--- src/hotp_pkg.sv ---
// ----------------------------------------------------------------------------
// hotp_pkg
// Shared constants, types and tables of the HOTP generator over HMAC-SHA256.
// ----------------------------------------------------------------------------
package hotp_pkg;

  localparam int KEY_BYTES   = 32;
  localparam int CODE_DIGITS = 6;

  localparam int KEY_W  = 256;
  localparam int CTR_W  = 64;
  localparam int CODE_W = 20;
  localparam int MOD_W  = 30;
  localparam int BIN_W  = 31;
  localparam int CFG_W  = 64;
  localparam int IDX_W  = 2;
  localparam int RND_W  = 6;

  // Block phases: inner pad, counter, outer pad, inner digest.
  localparam logic [1:0] PH_IPAD  = 2'd0;
  localparam logic [1:0] PH_CTR   = 2'd1;
  localparam logic [1:0] PH_OPAD  = 2'd2;
  localparam logic [1:0] PH_INNER = 2'd3;

  localparam logic [1:0] REG_KEY0 = 2'd0;
  localparam logic [1:0] REG_KEY1 = 2'd1;
  localparam logic [1:0] REG_KEY2 = 2'd2;
  localparam logic [1:0] REG_KEY3 = 2'd3;

  localparam logic [7:0] IPAD = 8'h36;
  localparam logic [7:0] OPAD = 8'h5c;

  localparam logic [31:0] PAD_WORD   = 32'h8000_0000;
  localparam logic [31:0] LEN_CTR    = 32'h0000_0240;
  localparam logic [31:0] LEN_INNER  = 32'h0000_0300;

  function automatic logic [MOD_W-1:0] pow10(input int n);
    logic [MOD_W-1:0] m;
    m = MOD_W'(1);
    for (int i = 0; i < n && i < 9; i++) m = MOD_W'(m * 10);
    return m;
  endfunction

  function automatic logic [KEY_W-1:0] key_mask(input int n);
    logic [KEY_W-1:0] m;
    m = '0;
    for (int i = 0; i < KEY_W / 8; i++)
      if (i < n) m[KEY_W-1-8*i -: 8] = 8'hff;
    return m;
  endfunction

  localparam logic [MOD_W-1:0] MODULUS  = pow10(CODE_DIGITS);
  localparam logic [KEY_W-1:0] KEY_MASK = key_mask(KEY_BYTES);

  // The quotient of any 31-bit value by MODULUS is (value * RECIP) >> REM_SHIFT,
  // with RECIP rounded up so the result is exact over the whole input range.
  localparam int          REM_SHIFT = BIN_W + $clog2(MODULUS);
  localparam logic [63:0] RECIP_NUM = 64'd1 << REM_SHIFT;
  localparam logic [31:0] RECIP     =
    32'((RECIP_NUM + 64'(MODULUS) - 64'd1) / 64'(MODULUS));

  localparam logic [31:0] INIT_H [8] = '{
    32'h6a09e667, 32'hbb67ae85, 32'h3c6ef372, 32'ha54ff53a,
    32'h510e527f, 32'h9b05688c, 32'h1f83d9ab, 32'h5be0cd19
  };

  localparam logic [31:0] ROUND_K [64] = '{
    32'h428a2f98, 32'h71374491, 32'hb5c0fbcf, 32'he9b5dba5, 32'h3956c25b, 32'h59f111f1,
    32'h923f82a4, 32'hab1c5ed5, 32'hd807aa98, 32'h12835b01, 32'h243185be, 32'h550c7dc3,
    32'h72be5d74, 32'h80deb1fe, 32'h9bdc06a7, 32'hc19bf174, 32'he49b69c1, 32'hefbe4786,
    32'h0fc19dc6, 32'h240ca1cc, 32'h2de92c6f, 32'h4a7484aa, 32'h5cb0a9dc, 32'h76f988da,
    32'h983e5152, 32'ha831c66d, 32'hb00327c8, 32'hbf597fc7, 32'hc6e00bf3, 32'hd5a79147,
    32'h06ca6351, 32'h14292967, 32'h27b70a85, 32'h2e1b2138, 32'h4d2c6dfc, 32'h53380d13,
    32'h650a7354, 32'h766a0abb, 32'h81c2c92e, 32'h92722c85, 32'ha2bfe8a1, 32'ha81a664b,
    32'hc24b8b70, 32'hc76c51a3, 32'hd192e819, 32'hd6990624, 32'hf40e3585, 32'h106aa070,
    32'h19a4c116, 32'h1e376c08, 32'h2748774c, 32'h34b0bcb5, 32'h391c0cb3, 32'h4ed8aa4a,
    32'h5b9cca4f, 32'h682e6ff3, 32'h748f82ee, 32'h78a5636f, 32'h84c87814, 32'h8cc70208,
    32'h90befffa, 32'ha4506ceb, 32'hbef9a3f7, 32'hc67178f2
  };

  typedef struct packed {
    logic             capture;
    logic             load_blk;
    logic             round;
    logic             add_h;
    logic             trunc;
    logic             quot_load;
    logic             rem_load;
    logic             out_load;
    logic [1:0]       phase;
    logic [RND_W-1:0] rnd;
  } cmd_t;

  typedef struct packed {
    logic out_full;
  } status_t;

endpackage

--- src/hotp_ctrl.sv ---
// ----------------------------------------------------------------------------
// hotp_ctrl
// Sequencer: four compressions, truncation, remainder steps and result hand-off.
// ----------------------------------------------------------------------------
module hotp_ctrl (
  input  logic               clk,
  input  logic               rst,
  input  logic               in_valid,
  output logic               in_ready,
  input  hotp_pkg::status_t  status,
  output hotp_pkg::cmd_t     cmd
);

  localparam logic [2:0] S_IDLE  = 3'd0;
  localparam logic [2:0] S_LOAD  = 3'd1;
  localparam logic [2:0] S_ROUND = 3'd2;
  localparam logic [2:0] S_ADD   = 3'd3;
  localparam logic [2:0] S_TRUNC = 3'd4;
  localparam logic [2:0] S_QUOT  = 3'd5;
  localparam logic [2:0] S_REM   = 3'd6;
  localparam logic [2:0] S_WAIT  = 3'd7;

  logic [2:0]                 state, state_next;
  logic [1:0]                 phase, phase_next;
  logic [hotp_pkg::RND_W-1:0] cnt, cnt_next;

  always_ff @(posedge clk) begin
    if (rst) begin
      state <= S_IDLE;
      phase <= hotp_pkg::PH_IPAD;
      cnt   <= '0;
    end else begin
      state <= state_next;
      phase <= phase_next;
      cnt   <= cnt_next;
    end
  end

  always_comb begin
    state_next = state;
    phase_next = phase;
    cnt_next   = cnt;
    in_ready   = 1'b0;
    cmd        = '0;
    cmd.phase  = phase;
    cmd.rnd    = cnt;
    unique case (state)
      S_IDLE: begin
        in_ready = 1'b1;
        if (in_valid) begin
          cmd.capture = 1'b1;
          phase_next  = hotp_pkg::PH_IPAD;
          state_next  = S_LOAD;
        end
      end
      S_LOAD: begin
        cmd.load_blk = 1'b1;
        cnt_next     = '0;
        state_next   = S_ROUND;
      end
      S_ROUND: begin
        cmd.round = 1'b1;
        cnt_next  = cnt + 1'b1;
        if (cnt == '1) state_next = S_ADD;
      end
      S_ADD: begin
        cmd.add_h = 1'b1;
        if (phase == hotp_pkg::PH_INNER) begin
          state_next = S_TRUNC;
        end else begin
          phase_next = phase + 1'b1;
          state_next = S_LOAD;
        end
      end
      S_TRUNC: begin
        cmd.trunc  = 1'b1;
        state_next = S_QUOT;
      end
      S_QUOT: begin
        cmd.quot_load = 1'b1;
        state_next    = S_REM;
      end
      S_REM: begin
        cmd.rem_load = 1'b1;
        state_next   = S_WAIT;
      end
      S_WAIT: begin
        if (!status.out_full) begin
          cmd.out_load = 1'b1;
          state_next   = S_IDLE;
        end
      end
      default: state_next = S_IDLE;
    endcase
  end

endmodule

--- config.mk ---
export PLATFORM = sky130hd
export DESIGN_NAME = hotp_ctrl
export DESIGN_NICKNAME = d
export VERILOG_FILES = /design/src/hotp_pkg.sv /design/src/hotp_ctrl.sv
export SDC_FILE = /design/constraint.sdc
export NUM_CORES = 1
export LEC_CHECK = 0
export ABC_AREA = 1
export BUFFER_PORTS_ARGS = -buffer_cell sky130_fd_sc_hd__buf_2
export CAP_MARGIN = 30
export CELL_PAD_IN_SITES_DETAIL_PLACEMENT = 1
export CELL_PAD_IN_SITES_GLOBAL_PLACEMENT = 1
export CORE_MARGIN = 3
export CORE_UTILIZATION = 32
export DETAILED_ROUTE_END_ITERATION = 10
export HOLD_SLACK_MARGIN = 0.02
export PLACE_DENSITY = 0.85
export SKIP_LAST_GASP = 1
export SYNTH_ARGS = -nofsm -noshare
export SYNTH_HDL_FRONTEND = slang
export SYNTH_SLANG_ARGS = --single-unit
--- constraint.sdc ---
create_clock -name clk -period 1.3 [get_ports clk]
set_input_delay 0.065 -clock clk [delete_from_list [all_inputs] [get_ports clk]]
set_output_delay 0.065 -clock clk [all_outputs]
set_load 0.02 [all_outputs]
==> Yosys cells after proc, flatten, opt, wreduce, memory -nomap -nowiden <==
Cells that the tools add are included.
{ "word_totals": {"ff_bits": 11, "input_bits": 4, "output_inout_bits": 17, "elab_cells": 43} }
{ "classes": {"addsub": 2, "eq_ne": 13, "mux": 20, "n_reduce_logical": 5} }
{ "ops": {"columns": ["op", "count"], "rows": [
  ["3-bit one-hot mux with 8 select lines", 1],
  ["3-bit equality test (second input constant)", 4],
  ["3-bit 2-to-1 mux", 4],
  ["6-bit one-hot mux with 2 select lines", 1],
  ["1-bit 2-to-1 mux", 11],
  ["2-bit inequality test (second input constant)", 4],
  ["6-bit by 1-bit adder with 6-bit output (second input constant)", 1],
  ["3-bit by 2-bit equality test with 1-bit output (second input constant)", 2],
  ["6-bit equality test (second input constant)", 1],
  ["3-bit AND reduction", 2],
  ["2-bit 2-to-1 mux", 2],
  ["2-bit one-hot mux with 2 select lines", 1],
  ["2-bit nonzero test", 2],
  ["3-bit by 1-bit equality test with 1-bit output (second input constant)", 1],
  ["3-bit logical NOT", 1],
  ["2-bit by 1-bit adder with 2-bit output (second input constant)", 1],
  ["2-bit equality test (second input constant)", 1]
]} }

==> Logic depth before layout (Yosys ltp) <==
{ "logic_depth": {"depth_word": 3, "ltp_mapped": 8} }

==> Least setup slack after synthesis <==
OpenSTA, ideal clock, no wires.
{ "synth_path": {"kind": "register to register", "from": "reg cnt[0] (netlist name)", "to": "reg state[1]", "setup_time_ns": 0.110, "arrival_ns": 1.133, "t_required_ns": 1.190, "slack_ns": 0.057, "stages_incl_launch_ff": 7, "n_path_buf": 0, "synth_period_minus_slack_ns": 1.243, "path_cell_list": "dfxtp_1 ha_1 nand3_1 o21ai_2 nand3_1 nand3_1 inv_1"} }
{ "synth_via": {"elab_chain_len": 3} }
{ "synth_lines": {"columns": ["element", "line", "rtl"], "rows": [
  ["from (decl)", "hotp_ctrl.sv:25", "logic [hotp_pkg::RND_W-1:0] cnt, cnt_next;"],
  ["from (signal assigned)", "hotp_ctrl.sv:35", "cnt <= cnt_next;"],
  ["6-bit equality test", "hotp_ctrl.sv:64", "if (cnt == '1) state_next = S_ADD;"],
  ["2-bit inequality test (no line)", null, null],
  ["3-bit AND reduction (no line)", null, null],
  ["to (signal assigned)", "hotp_ctrl.sv:33", "state <= state_next;"],
  ["to (decl)", "hotp_ctrl.sv:23", "logic [2:0] state, state_next;"]
]} }
No other way between the ends.
A chain may end at the register's enable or synchronous reset.

==> results.json <==
{
  "outcome": "complete, no violations",
  "preCtsSetupSlack_ns": 0.06769,
  "synth_top_area_cell": "dfxtp_1",
  "drtIter0Drc": 7,
  "synth.avg_cell_area_um2": 6.329,
  "ctsLongestPathBuffers": 2,
  "worstMarginPinSlew_ns": 0.2448,
  "detail_route.vias_per_cell": 4.747,
  "clkPwrFrac_pct": 18.7,
  "p_int_uw": 737.0,
  "grt_usage_pct": 16.85,
  "rsz0062_at_grt": "yes",
  "cts_made_buffers": 3,
  "max_freq_mhz": 785.0,
  "grt_max_degree": 8,
  "yosys.area.top_type_share_pct": 33.78,
  "slowest_delay_ns": 0.37,
  "drcViolationCount": 0,
  "synthCells": 103,
  "area_growth_pct": 39.92,
  "fin_ws_ns": 0.02616,
  "fin_crit_ns": 1.274,
  "antenna_found_initial": 0,
  "vias": 750,
  "dp_cells": 150,
  "grt_overflow": 0,
  "path_class": "reg -> out",
  "std_cell_rows": 15,
  "power_switching_uw": 562.5,
  "dieArea_um2": 2615,
  "cp-start-kind": "register",
  "cp_slowest_cell": "dfxtp_2",
  "first_global_vias": 731,
  "path_cells": "inv_4 -> nand2_1 -> nor2_4 -> buf_4",
  "synth_cell_type_count": 17,
  "finClkSkew_ns": 0.0005730,
  "initial_core_util_pct": 35.81,
  "relSlewSlack_pct": 83.63,
  "cts_tree": "built",
  "routedWlPerCell_um": 12.71,
  "synth_fp_nets": 109,
  "required_ns": 1.24,
  "finalNonFillerCells": 158,
  "power_density_nw_per_um2": 1425,
  "ir_drop_mv": 0.6038,
  "finalWirelength_mm": 2.008,
  "firstDrtPassIters": 6,
  "power_leakage_nw": 0.4712,
  "diodes": 0,
  "io_pins": 21,
  "cts-root-buf": "clkbuf_4",
  "yosys_register_bits": 11,
  "setup_violations": 0,
  "synth_edf_count": 0,
  "p_total_mw": 1.300,
  "h-tree-depth": 1,
  "finalHoldViolations": 0,
  "netlist_area_um2": 651.9,
  "async_reset_ff_share_pct": 0,
  "final_cell_mix": "nand2_1, buf_2, inv_1",
  "die_h_um": 51.14,
  "io_buffers": 20,
  "critPathCaptureType": "output pin",
  "die_w_um": 51.14,
  "drive_gt1_share_pct": 35.34,
  "cp_max_fo": 6,
  "swShare_pct": 43.29,
  "grt_first_pass_wirelength_mm": 3.353,
  "min_path_type": "in -> reg",
  "min_period_over_period_pct": 97.99,
  "tns_ns": 0,
  "drv_cap": 0,
  "rrSetupSlack_ns": 0.10,
  "nNetsFinal": 140,
  "synth_warnings": 0,
  "insertion_delay_ns": 0.27,
  "coreArea_um2": 1821,
  "cp.arrival_ns": 1.21,
  "cts.clk_slew.worst_paths_ns": 0.07,
  "combPwrFrac_pct": 46.1,
  "mostFrequentLayoutCell": "nand2_1",
  "gp_congestion": 0.8578,
  "synth_seq_area_share_pct": 33.78,
  "seq_power_share_pct": 35.2,
  "synthTopCellsByArea": "dfxtp_1, nand2_1, nand3_1, inv_1, nor2_1",
  "dp_hpwl_mm": 1.490,
  "clock_sinks": 11,
  "ys.flop_type": "dfxtp_1",
  "timing_max_transition_violations_final": 0,
  "ant_nets": 0
}
==> cells in the mapped netlist, types with 2 or more instances <==
cell type / instances
ha_1: 2
nand3_1: 11
inv_1: 14
dfxtp_1: 11
o21ai_0: 3
a21oi_1: 7
nor2_2: 2
nand4_1: 2
nor2_1: 11
nor3_1: 3
nand3_2: 2
nand2_1: 30
==> logic make-up after synthesis <==
logic type	Yosys count	share of synthesized area, %
AO/OA/AOI/OAI	11	9.020
adder cells (fa/ha/maj)	2	3.838
buffers and inverters	16	9.404
flip-flops	11	33.78
AND/OR/NAND/NOR	63	43.95
==> final timing paths <==
path                    startpoint                    end  depth (start not counted)
min                            rst  state[0]$_SDFFE_PP0P_                          2
max reg2reg  state[2]$_SDFFE_PP0P_  state[1]$_SDFFE_PP0P_                          8
min reg2reg    cnt[1]$_SDFFE_PP0P_    cnt[1]$_SDFFE_PP0P_                          2
max          state[2]$_SDFFE_PP0P_                cmd[13]                          4
==> worst max-delay path, delay by kind of cell, from the launching register on <==
kind | cells | cell delay (ns)
buffers and inverters | 2 | 0.26
flip-flops | 1 | 0.37
AND/OR/NAND/NOR | 2 | 0.30
==> power by group through the flow <==
stage / Combinational [mW] / Clock, mW / Sequential, mW
final: 0.599 / 0.243 / 0.457
after floorplan: 0.353 / 0 / 0.459
after global placement: 0.521 / 0 / 0.442
after CTS: 0.550 / 0.242 / 0.452
after global routing: 0.674 / 0.277 / 0.469
after detailed placement: 0.538 / 0 / 0.447
==> routing by layer <==
metal / up-vias / track usage (%) / share of wire (%)
met5: - / 0 / 0
met4: 0 / 7.175 / 2.8
met3: 6 / 3.790 / 2.4
met2: 14 / 27.90 / 51
met1: 343 / 20.74 / 44
li1: 387 / - / -
==> area by class of cell <==
class / instances / area, um2
fillers: 259 / 908.4
flip-flops and latches: 11 / 231.5
well taps: 25 / 31.28
multi-input cells: 76 / 397.9
inverters: 15 / 58.81
clock buffers: 4 / 26.28
repair buffers: 27 / 166.4
==> sequential cells by signal, summed over array words and instances, names as in the netlist <==
name and cells:
cnt 6, phase 2, state 3
==> metrics by stage <==
| step | hold slack [ns] | utilization (%) | area (um2) |
|---|---|---|---|
| 3_3_place_gp | 0.3276 | 43.99 | 800.8 |
| 3_5_place_dp | 0.3250 | 43.99 | 800.8 |
| 2_1_floorplan | 0.1341 | - | 651.9 |
| 5_1_grt | 0.01788 | 50.10 | 912.1 |
| 6_report | 0.02409 | 50.10 | 912.1 |
| 4_1_cts | 0.03714 | 46.94 | 854.6 |
==> timing repair <==
item | CTS | global route
setup endpoints to repair | 4 | 17
gates resized for setup | 4 | 16
setup buffers | 2 | 3
hold buffers | 0 | 0
pin swaps | 1 | 3
No activity file was read; power rests on OpenSTA's default activity.
