--- config.mk ---
export PLATFORM = sky130hd
export DESIGN_NAME = hotp_datapath
export DESIGN_NICKNAME = d
export VERILOG_FILES = /design/src/hotp_pkg.sv /design/src/hotp_datapath.sv
export SDC_FILE = /design/constraint.sdc
export NUM_CORES = 2
export LEC_CHECK = 0
export ABC_CLOCK_PERIOD_IN_PS = 20400
export BUFFER_PORTS_ARGS = -buffer_cell sky130_fd_sc_hd__buf_2
export CORE_AREA = 2 2 542 544
export DETAILED_ROUTE_END_ITERATION = 8
export DIE_AREA = 0 0 544 546
export PLACE_DENSITY_LB_ADDON = 0.15
export SLEW_MARGIN = 15
export SYNTH_ARGS = -nofsm -noshare
export SYNTH_HDL_FRONTEND = slang
export SYNTH_SLANG_ARGS = --single-unit
--- constraint.sdc ---
create_clock -name clk -period 20.4 [get_ports clk]
set_clock_uncertainty 0.15 [all_clocks]
set_input_delay 4.08 -clock clk [delete_from_list [all_inputs] [get_ports clk]]
set_output_delay 4.08 -clock clk [all_outputs]
set_load 0.02 [all_outputs]
--- src/hotp_pkg.sv ---
// ----------------------------------------------------------------------------
// hotp_pkg
// Shared constants, types and tables of the HOTP generator over HMAC-SHA256.
// ----------------------------------------------------------------------------
package hotp_pkg;

  localparam int KEY_BYTES   = 32;
  localparam int CODE_DIGITS = 6;

  localparam int KEY_W  = 256;
  localparam int CTR_W  = 64;
  localparam int CODE_W = 20;
  localparam int MOD_W  = 30;
  localparam int BIN_W  = 31;
  localparam int CFG_W  = 64;
  localparam int IDX_W  = 2;
  localparam int RND_W  = 6;

  // Block phases: inner pad, counter, outer pad, inner digest.
  localparam logic [1:0] PH_IPAD  = 2'd0;
  localparam logic [1:0] PH_CTR   = 2'd1;
  localparam logic [1:0] PH_OPAD  = 2'd2;
  localparam logic [1:0] PH_INNER = 2'd3;

  localparam logic [1:0] REG_KEY0 = 2'd0;
  localparam logic [1:0] REG_KEY1 = 2'd1;
  localparam logic [1:0] REG_KEY2 = 2'd2;
  localparam logic [1:0] REG_KEY3 = 2'd3;

  localparam logic [7:0] IPAD = 8'h36;
  localparam logic [7:0] OPAD = 8'h5c;

  localparam logic [31:0] PAD_WORD   = 32'h8000_0000;
  localparam logic [31:0] LEN_CTR    = 32'h0000_0240;
  localparam logic [31:0] LEN_INNER  = 32'h0000_0300;

  function automatic logic [MOD_W-1:0] pow10(input int n);
    logic [MOD_W-1:0] m;
    m = MOD_W'(1);
    for (int i = 0; i < n && i < 9; i++) m = MOD_W'(m * 10);
    return m;
  endfunction

  function automatic logic [KEY_W-1:0] key_mask(input int n);
    logic [KEY_W-1:0] m;
    m = '0;
    for (int i = 0; i < KEY_W / 8; i++)
      if (i < n) m[KEY_W-1-8*i -: 8] = 8'hff;
    return m;
  endfunction

  localparam logic [MOD_W-1:0] MODULUS  = pow10(CODE_DIGITS);
  localparam logic [KEY_W-1:0] KEY_MASK = key_mask(KEY_BYTES);

  // The quotient of any 31-bit value by MODULUS is (value * RECIP) >> REM_SHIFT,
  // with RECIP rounded up so the result is exact over the whole input range.
  localparam int          REM_SHIFT = BIN_W + $clog2(MODULUS);
  localparam logic [63:0] RECIP_NUM = 64'd1 << REM_SHIFT;
  localparam logic [31:0] RECIP     =
    32'((RECIP_NUM + 64'(MODULUS) - 64'd1) / 64'(MODULUS));

  localparam logic [31:0] INIT_H [8] = '{
    32'h6a09e667, 32'hbb67ae85, 32'h3c6ef372, 32'ha54ff53a,
    32'h510e527f, 32'h9b05688c, 32'h1f83d9ab, 32'h5be0cd19
  };

  localparam logic [31:0] ROUND_K [64] = '{
    32'h428a2f98, 32'h71374491, 32'hb5c0fbcf, 32'he9b5dba5, 32'h3956c25b, 32'h59f111f1,
    32'h923f82a4, 32'hab1c5ed5, 32'hd807aa98, 32'h12835b01, 32'h243185be, 32'h550c7dc3,
    32'h72be5d74, 32'h80deb1fe, 32'h9bdc06a7, 32'hc19bf174, 32'he49b69c1, 32'hefbe4786,
    32'h0fc19dc6, 32'h240ca1cc, 32'h2de92c6f, 32'h4a7484aa, 32'h5cb0a9dc, 32'h76f988da,
    32'h983e5152, 32'ha831c66d, 32'hb00327c8, 32'hbf597fc7, 32'hc6e00bf3, 32'hd5a79147,
    32'h06ca6351, 32'h14292967, 32'h27b70a85, 32'h2e1b2138, 32'h4d2c6dfc, 32'h53380d13,
    32'h650a7354, 32'h766a0abb, 32'h81c2c92e, 32'h92722c85, 32'ha2bfe8a1, 32'ha81a664b,
    32'hc24b8b70, 32'hc76c51a3, 32'hd192e819, 32'hd6990624, 32'hf40e3585, 32'h106aa070,
    32'h19a4c116, 32'h1e376c08, 32'h2748774c, 32'h34b0bcb5, 32'h391c0cb3, 32'h4ed8aa4a,
    32'h5b9cca4f, 32'h682e6ff3, 32'h748f82ee, 32'h78a5636f, 32'h84c87814, 32'h8cc70208,
    32'h90befffa, 32'ha4506ceb, 32'hbef9a3f7, 32'hc67178f2
  };

  typedef struct packed {
    logic             capture;
    logic             load_blk;
    logic             round;
    logic             add_h;
    logic             trunc;
    logic             quot_load;
    logic             rem_load;
    logic             out_load;
    logic [1:0]       phase;
    logic [RND_W-1:0] rnd;
  } cmd_t;

  typedef struct packed {
    logic out_full;
  } status_t;

endpackage

--- src/hotp_datapath.sv ---
// ----------------------------------------------------------------------------
// hotp_datapath
// Key registers, SHA-256 round unit with rolling schedule, truncation,
// remainder by reciprocal multiplication and the output register.
// ----------------------------------------------------------------------------
module hotp_datapath (
  input  logic                          clk,
  input  logic                          rst,
  input  logic                          cfg_we,
  input  logic [hotp_pkg::IDX_W-1:0]    cfg_index,
  input  logic [hotp_pkg::CFG_W-1:0]    cfg_data,
  input  logic [hotp_pkg::CTR_W-1:0]    in_data,
  input  hotp_pkg::cmd_t                cmd,
  output hotp_pkg::status_t             status,
  output logic                          out_valid,
  input  logic                          out_ready,
  output logic [hotp_pkg::CODE_W-1:0]   out_code
);

  logic [63:0] key0, key1, key2, key3;
  logic [hotp_pkg::CTR_W-1:0] ctr;
  logic [31:0] hw [8];
  logic [31:0] v [8];
  logic [31:0] sched [16];
  logic [31:0] inner [8];
  logic [hotp_pkg::BIN_W-1:0] bin;
  logic [hotp_pkg::BIN_W-1:0] quot;
  logic [hotp_pkg::MOD_W-1:0] rem;

  logic [hotp_pkg::KEY_W-1:0] keym;
  logic [7:0]  pad;
  logic [31:0] blk [16];
  logic [31:0] w_new, s0, s1, t1, t2, e_sig, a_sig, ch, maj;
  logic [255:0] dig, dig_sh;
  logic [3:0]  off;
  logic [63:0] prod_q;
  logic [hotp_pkg::BIN_W-1:0] qd;

  always_ff @(posedge clk) begin
    if (rst) begin
      key0 <= '0;
      key1 <= '0;
      key2 <= '0;
      key3 <= '0;
    end else if (cfg_we) begin
      unique case (cfg_index)
        hotp_pkg::REG_KEY0: key0 <= cfg_data;
        hotp_pkg::REG_KEY1: key1 <= cfg_data;
        hotp_pkg::REG_KEY2: key2 <= cfg_data;
        hotp_pkg::REG_KEY3: key3 <= cfg_data;
        default: ;
      endcase
    end
  end

  // Message block of the current phase.
  always_comb begin
    keym = {key0, key1, key2, key3} & hotp_pkg::KEY_MASK;
    pad  = (cmd.phase == hotp_pkg::PH_OPAD) ? hotp_pkg::OPAD : hotp_pkg::IPAD;
    for (int i = 0; i < 16; i++) blk[i] = '0;
    unique case (cmd.phase)
      hotp_pkg::PH_IPAD, hotp_pkg::PH_OPAD: begin
        for (int i = 0; i < 8; i++) blk[i] = keym[255-32*i -: 32] ^ {4{pad}};
        for (int i = 8; i < 16; i++) blk[i] = {4{pad}};
      end
      hotp_pkg::PH_CTR: begin
        blk[0]  = ctr[63:32];
        blk[1]  = ctr[31:0];
        blk[2]  = hotp_pkg::PAD_WORD;
        blk[15] = hotp_pkg::LEN_CTR;
      end
      default: begin
        for (int i = 0; i < 8; i++) blk[i] = inner[i];
        blk[8]  = hotp_pkg::PAD_WORD;
        blk[15] = hotp_pkg::LEN_INNER;
      end
    endcase
  end

  always_comb begin
    s0    = {sched[1][6:0], sched[1][31:7]} ^ {sched[1][17:0], sched[1][31:18]} ^
            (sched[1] >> 3);
    s1    = {sched[14][16:0], sched[14][31:17]} ^ {sched[14][18:0], sched[14][31:19]} ^
            (sched[14] >> 10);
    w_new = s1 + sched[9] + s0 + sched[0];
    e_sig = {v[4][5:0], v[4][31:6]} ^ {v[4][10:0], v[4][31:11]} ^ {v[4][24:0], v[4][31:25]};
    a_sig = {v[0][1:0], v[0][31:2]} ^ {v[0][12:0], v[0][31:13]} ^ {v[0][21:0], v[0][31:22]};
    ch    = (v[4] & v[5]) ^ (~v[4] & v[6]);
    maj   = (v[0] & v[1]) ^ (v[0] & v[2]) ^ (v[1] & v[2]);
    t1    = v[7] + e_sig + ch + hotp_pkg::ROUND_K[cmd.rnd] + sched[0];
    t2    = a_sig + maj;
  end

  // Dynamic truncation: four digest bytes starting at the byte offset given by the low nibble.
  always_comb begin
    dig    = {hw[0], hw[1], hw[2], hw[3], hw[4], hw[5], hw[6], hw[7]};
    off    = hw[7][3:0];
    dig_sh = dig << {off, 3'b000};
  end

  // The quotient comes from a multiply by the rounded-up reciprocal; the
  // remainder is then the value minus quotient times modulus.
  always_comb begin
    prod_q = 64'(bin) * 64'(hotp_pkg::RECIP);
    qd     = hotp_pkg::BIN_W'(quot * {1'b0, hotp_pkg::MODULUS});
  end

  always_ff @(posedge clk) begin
    if (cmd.capture) begin
      ctr <= in_data;
      for (int i = 0; i < 8; i++) hw[i] <= hotp_pkg::INIT_H[i];
    end
    if (cmd.load_blk) begin
      for (int i = 0; i < 16; i++) sched[i] <= blk[i];
      for (int i = 0; i < 8; i++) v[i] <= hw[i];
    end
    if (cmd.round) begin
      for (int i = 0; i < 15; i++) sched[i] <= sched[i+1];
      sched[15] <= w_new;
      v[7] <= v[6];
      v[6] <= v[5];
      v[5] <= v[4];
      v[4] <= v[3] + t1;
      v[3] <= v[2];
      v[2] <= v[1];
      v[1] <= v[0];
      v[0] <= t1 + t2;
    end
    if (cmd.add_h) begin
      if (cmd.phase == hotp_pkg::PH_CTR) begin
        for (int i = 0; i < 8; i++) begin
          inner[i] <= hw[i] + v[i];
          hw[i]    <= hotp_pkg::INIT_H[i];
        end
      end else begin
        for (int i = 0; i < 8; i++) hw[i] <= hw[i] + v[i];
      end
    end
    if (cmd.trunc) bin <= dig_sh[254 -: hotp_pkg::BIN_W];
    if (cmd.quot_load) quot <= hotp_pkg::BIN_W'(prod_q >> hotp_pkg::REM_SHIFT);
    if (cmd.rem_load) rem <= hotp_pkg::MOD_W'(bin - qd);
    if (cmd.out_load) out_code <= rem[hotp_pkg::CODE_W-1:0];
  end

  always_ff @(posedge clk) begin
    if (rst) out_valid <= 1'b0;
    else if (cmd.out_load) out_valid <= 1'b1;
    else if (out_ready) out_valid <= 1'b0;
  end

  assign status.out_full = out_valid;

endmodule

# Word level (Yosys, flattened, before mapping)
# Memories as Yosys holds them, arrays and structs flattened.
# Index checks and enable logic that the tools add are counted.
classes:
  addsub: 19
  mul: 2
  magnitude_cmp: 1
  n_eq_ne: 5
  shifts: 1
  n_mux: 61
  n_bitwise: 66
  n_reduce_logical: 8
ops:
  columns: ["operator", "count"]
  rows:
  - ["32-bit 2-to-1 mux", 42]
  - ["32-bit adder", 18]
  - ["192-bit case mux with 2 select lines", 1]
  - ["32-bit XOR", 9]
  - ["256-bit by 7-bit << shifter with 255-bit output", 1]
  - ["32-bit by 31-bit XOR with 32-bit output", 8]
  - ["96-bit case mux with 2 select lines", 1]
  - ["191-bit 2-to-1 mux", 1]
  - ["32-bit AND", 5]
  - ["31-bit by 31-bit multiplier with 62-bit output (second input constant)", 1]
  - ["31-bit case mux with 2 select lines", 1]
  - ["1-bit bitwise OR", 40]
  - ["32-bit inverter", 1]
  - ["32-bit by 22-bit XOR with 32-bit output", 1]
  - ["32-bit by 29-bit XOR with 32-bit output", 1]
  - ["20-bit subtractor", 1]
  - ["12-bit by 14-bit multiplier with 14-bit output (second input constant)", 1]
  - ["1-bit 2-to-1 mux", 14]
  - ["2-bit AND reduction", 4]
  - ["7-bit greater-or-equal comparator (second input constant)", 1]
  - ["7-bit 2-to-1 mux", 1]
  - ["6-bit inverter with 7-bit output", 1]
  - ["2-bit == test (second input constant)", 3]
  - ["2-bit by 1-bit == test with 1-bit output (second input constant)", 2]
  - ["other kinds (3)", 4]
totals:
  register_bits: 404
  mem_bits_rw: 1280
  rom_bits: 2048
  inputBits: 150
  memories: 5
mem_list:
  columns: ["name", "depth", "width", "rd", "rd_ports_with_merged_regs", "write_ports", "line", "source"]
  rows:
  - ["(name not given)", 64, 32, 1, 0, 0, "hotp_datapath.sv:90", "t1 = v[7] + e_sig + ch + hotp_pkg::ROUND_K[cmd.rnd] + sched[0];"]
  - ["sched", 16, 32, 16, 0, 16, "hotp_datapath.sv:24", "logic [31:0] sched [16];"]
  - ["hw", 8, 32, 8, 0, 8, "hotp_datapath.sv:22", "logic [31:0] hw [8];"]
  - ["inner", 8, 32, 8, 0, 8, "hotp_datapath.sv:25", "logic [31:0] inner [8];"]
  - ["v", 8, 32, 8, 0, 8, "hotp_datapath.sv:23", "logic [31:0] v [8];"]

# Logic depth before layout (Yosys ltp)
# An unclocked memory read counts as a cell.
depth:
  word_depth: 9
  ltp_mapped: 39
  mapped_depth_nobuf: 37

# Least setup slack after synthesis
# OpenSTA, ideal clock, no wires.
synth_timing:
  kind: "input port to flip-flop"
  start: "input port cmd[13] (netlist bit)"
  end: "memory sched[0][0], enable pin"
  setup_ns: 0.823
  arrival_ns: 14.317
  path_slack_ns: 5.110
  path_stages: 5
  n_path_buf: 4
  cell_sequence: "clkbuf_1 clkbuf_1 clkbuf_1 clkbuf_1 or2_2"
synth_rtl:
  columns: ["item", "line", "source"]
  rows:
  - ["start: declaration", "hotp_datapath.sv:13", "input hotp_pkg::cmd_t cmd,"]
  - ["end: declaration", "hotp_datapath.sv:24", null]

==> impl_metrics.env <==
export IMPL_outcome="completed"
export IMPL_cp_top_family="compound AO/OA/AOI/OAI gates"
export IMPL_drt_wl_total_um=463000
export IMPL_max_cap_violations=0
export IMPL_synth_top_family_by_area="adder cells"
export IMPL_clk_latency_ns=0.94
export IMPL_nNetsFinal=12000
export IMPL_yosys_warnings=0
export IMPL_critPathMaxStageDelay_ns=0.65
export IMPL_max_freq_mhz=73.7
export IMPL_synthArstFlopShare=0
export IMPL_synth_edf_count=1395
export IMPL_fin_tns_setup_ns=0
export IMPL_vias_per_cell=5.79
export IMPL_yosysTopAreaCellShare=0.371
export IMPL_min_delay_path_class="reg2reg"
export IMPL_muxShareOfSynthArea=0.0660
export IMPL_netlist_cell_type_count=98
export IMPL_cts_tree="built"
export IMPL_synth_top_cell_by_area="sky130_fd_sc_hd__edfxtp_1"
export IMPL_gp_congestion=0.985
export IMPL_preCtsSetupSlack_ns=6.05
export IMPL_maximum_number_of_pins_on_one_net_before_global_route_repair=169
export IMPL_post_synth_main_area_contributors="sky130_fd_sc_hd__edfxtp_1 37%, sky130_fd_sc_hd__fa_1 10%, sky130_fd_sc_hd__ha_1 8.6%"
export IMPL_setup_violations=0
export IMPL_crit_path_frequent_cell="sky130_fd_sc_hd__inv_1"
export IMPL_cts_resized=0
export IMPL_grt_first_pass_wirelength_um=639000
export IMPL_drc=0
export IMPL_synthesized_netlist_cell_count=10500
export IMPL_design_portCount=172
export IMPL_tritoncts_num_buffers=200
export IMPL_synth_main_ff_cell="sky130_fd_sc_hd__edfxtp_1"
export IMPL_cts_post_setup_buffers_inserted=0
export IMPL_max_slew_margin_rel=0.171
export IMPL_design_die_area_sq_um=297000
export IMPL_areaGrowthSynthToFinish_pct=10.4
export IMPL_report_final_slew_viol_count=0
export IMPL_via_count_of_the_first_global_routing_pass=80700
export IMPL_path_buf_inv=8
export IMPL_cts_max_path_buffers=4
export IMPL_grt_setup_unrepaired="no"
export IMPL_antenna_left=0
export IMPL_buffer_ports_inserted=171
export IMPL_synth_most_common_cell="sky130_fd_sc_hd__edfxtp_1"
export IMPL_final_hold_viol_count=0
export IMPL_grt_ovfl_total=0
export IMPL_placed_wire_length_estimate_after_detailed_placement_um=355000
export IMPL_floorplan_die_height_um=546
export IMPL_grt_total_usage=0.306
export IMPL_worstSetupPathType="in2reg"
export IMPL_timing_critical_path_arrival_ns=13.99
export IMPL_core_area_sq_um=292000
export IMPL_setup_ws_ns=6.84
export IMPL_timing_final_crit_period_ns=13.56
export IMPL_startpoint_kind_of_the_worst_setup_timing_path="input port"
export IMPL_total_iterations_of_the_first_detailed_routing_run=7
export IMPL_required_ns=20.83
export IMPL_clock_sink_count=1684
export IMPL_yosys_area_share_adder=0.190
export IMPL_detailed_route_iter0_violations=10300
export IMPL_synth_yosys_seq_area_share=0.422
export IMPL_end_kind="flip-flop"
export IMPL_root_buffer="sky130_fd_sc_hd__clkbuf_16"
export IMPL_synthesized_area_fraction_occupied_by_ao_oa_aoi_and_oai_cells=0.126
export IMPL_yosys_top_cells_count="1395 x sky130_fd_sc_hd__edfxtp_1, 1338 x sky130_fd_sc_hd__nand2_1, 940 x sky130_fd_sc_hd__a21oi_1"
export IMPL_synth_xor_area_frac=0.0467
export IMPL_vias=84400
export IMPL_dieWidth_um=544
export IMPL_worstPathMaxFanout=22
export IMPL_yosys_register_bits=1684
export IMPL_finalCritPeriodShare=0.665
export IMPL_crit_slowest_cell="sky130_fd_sc_hd__ha_1"
export IMPL_drive_gt1_frac=0.105
export IMPL_syn_area_sq_um=113000
export IMPL_cts_hold_repair_buffers=0
export IMPL_post_synth_and_or_nand_nor_area_fraction=0.104
export IMPL_htree_levels=4
export IMPL_cts_clk_slew_worst_paths_ns=0.06
export IMPL_wl_per_cell_um=31.8
export IMPL_syn_area_per_cell_sq_um=10.8
export IMPL_slew_at_the_pin_closest_to_its_max_slew_limit_ns=1.24
export IMPL_mappedNetlistNets=12000
export IMPL_std_cell_rows=199
export IMPL_antenna_found_initial=45
export IMPL_floorplan_initialDensity=0.387
[kinds of logic (layout without fill, tap and decap cells)]
kind of cell / count (synthesis) / count (layout)
other cells: 0 / 27
simple gates: 2630 / 2630
compound gates: 2339 / 2339
flops: 1684 / 1684
buf+inv: 1360 / 1502
fa+ha+maj: 1366 / 1366
mux: 508 / 508
xor+xnor: 600 / 600
[area by class of cell]
type                    instances  area [sq um]
well taps                    3919          4900
flip-flops and latches       1684         47700
fillers                     27700        167000
repair buffers                302          1900
diodes                         27          67.6
inverters                     830          3120
clock buffers                 263          5490
multi-input cells            7443         60300
clock inverters               107          1230
[sequential cells by signal, indices dropped and copies added, names as in the netlist]
register and count:
out_code 20, key2 64, inner 256, key0 64
sched 512, v 256, key1 64, rem 20
quot 12, bin 31, hw 256, ctr 64
key3 64, out_valid 1
[layer usage]
layer	GRT usage	up-vias	routed length, um
met5	0	-	57
met4	0.187	8	33600
met3	0.0461	771	35800
met2	0.459	3821	203000
met1	0.416	42800	191000
li1	-	36900	-
[cells in the final DEF (no fill, tap or decap), drive strengths merged, types with 59 or more instances in the layout]
cell type,synthesis,layout
edfxtp,1395,1395
nand2,1338,1338
a21oi,940,940
inv,829,836
ha,778,778
fa,584,584
o21ai,551,551
nor2,527,527
xnor2,454,454
buf,69,301
dfxtp,289,289
clkbuf,461,264
mux2,257,257
a21o,212,212
mux4,164,164
nand2b,164,164
xor2,145,145
and2,126,126
nor2b,112,112
mux2i,87,87
o21a,77,77
nand3,74,74
nor3,72,72
clkinv,1,69
a31oi,63,63
o21bai,59,59
[final timing paths]
check                             start            to  slack (ns)  cells past startpoint
worst max-delay path             cmd[1]      v[0][30]        6.84                     39
worst min register to register  rem[11]  out_code[11]        0.25                      0
worst min-delay path            rem[11]  out_code[11]        0.25                      0
worst max register to register  v[1][1]      v[0][30]       11.24                     30
[metrics by stage]
| step | hold slack [ns] | util | instance area [sq um] | cells |
|---|---|---|---|---|
| after global routing | 0.271 | 0.427 | 125000 | 14600 |
| after global placement | 0.255 | 0.404 | 118000 | 14200 |
| after floorplan | 0.250 | - | 113000 | 10500 |
| after detailed placement | 0.255 | 0.404 | 118000 | 14200 |
| after CTS | 0.263 | 0.427 | 125000 | 14500 |
| final | 0.254 | 0.427 | 125000 | 14600 |
Power is not shown: default switching activity piles up to over one toggle a cycle in this logic, so the estimate is an artifact.
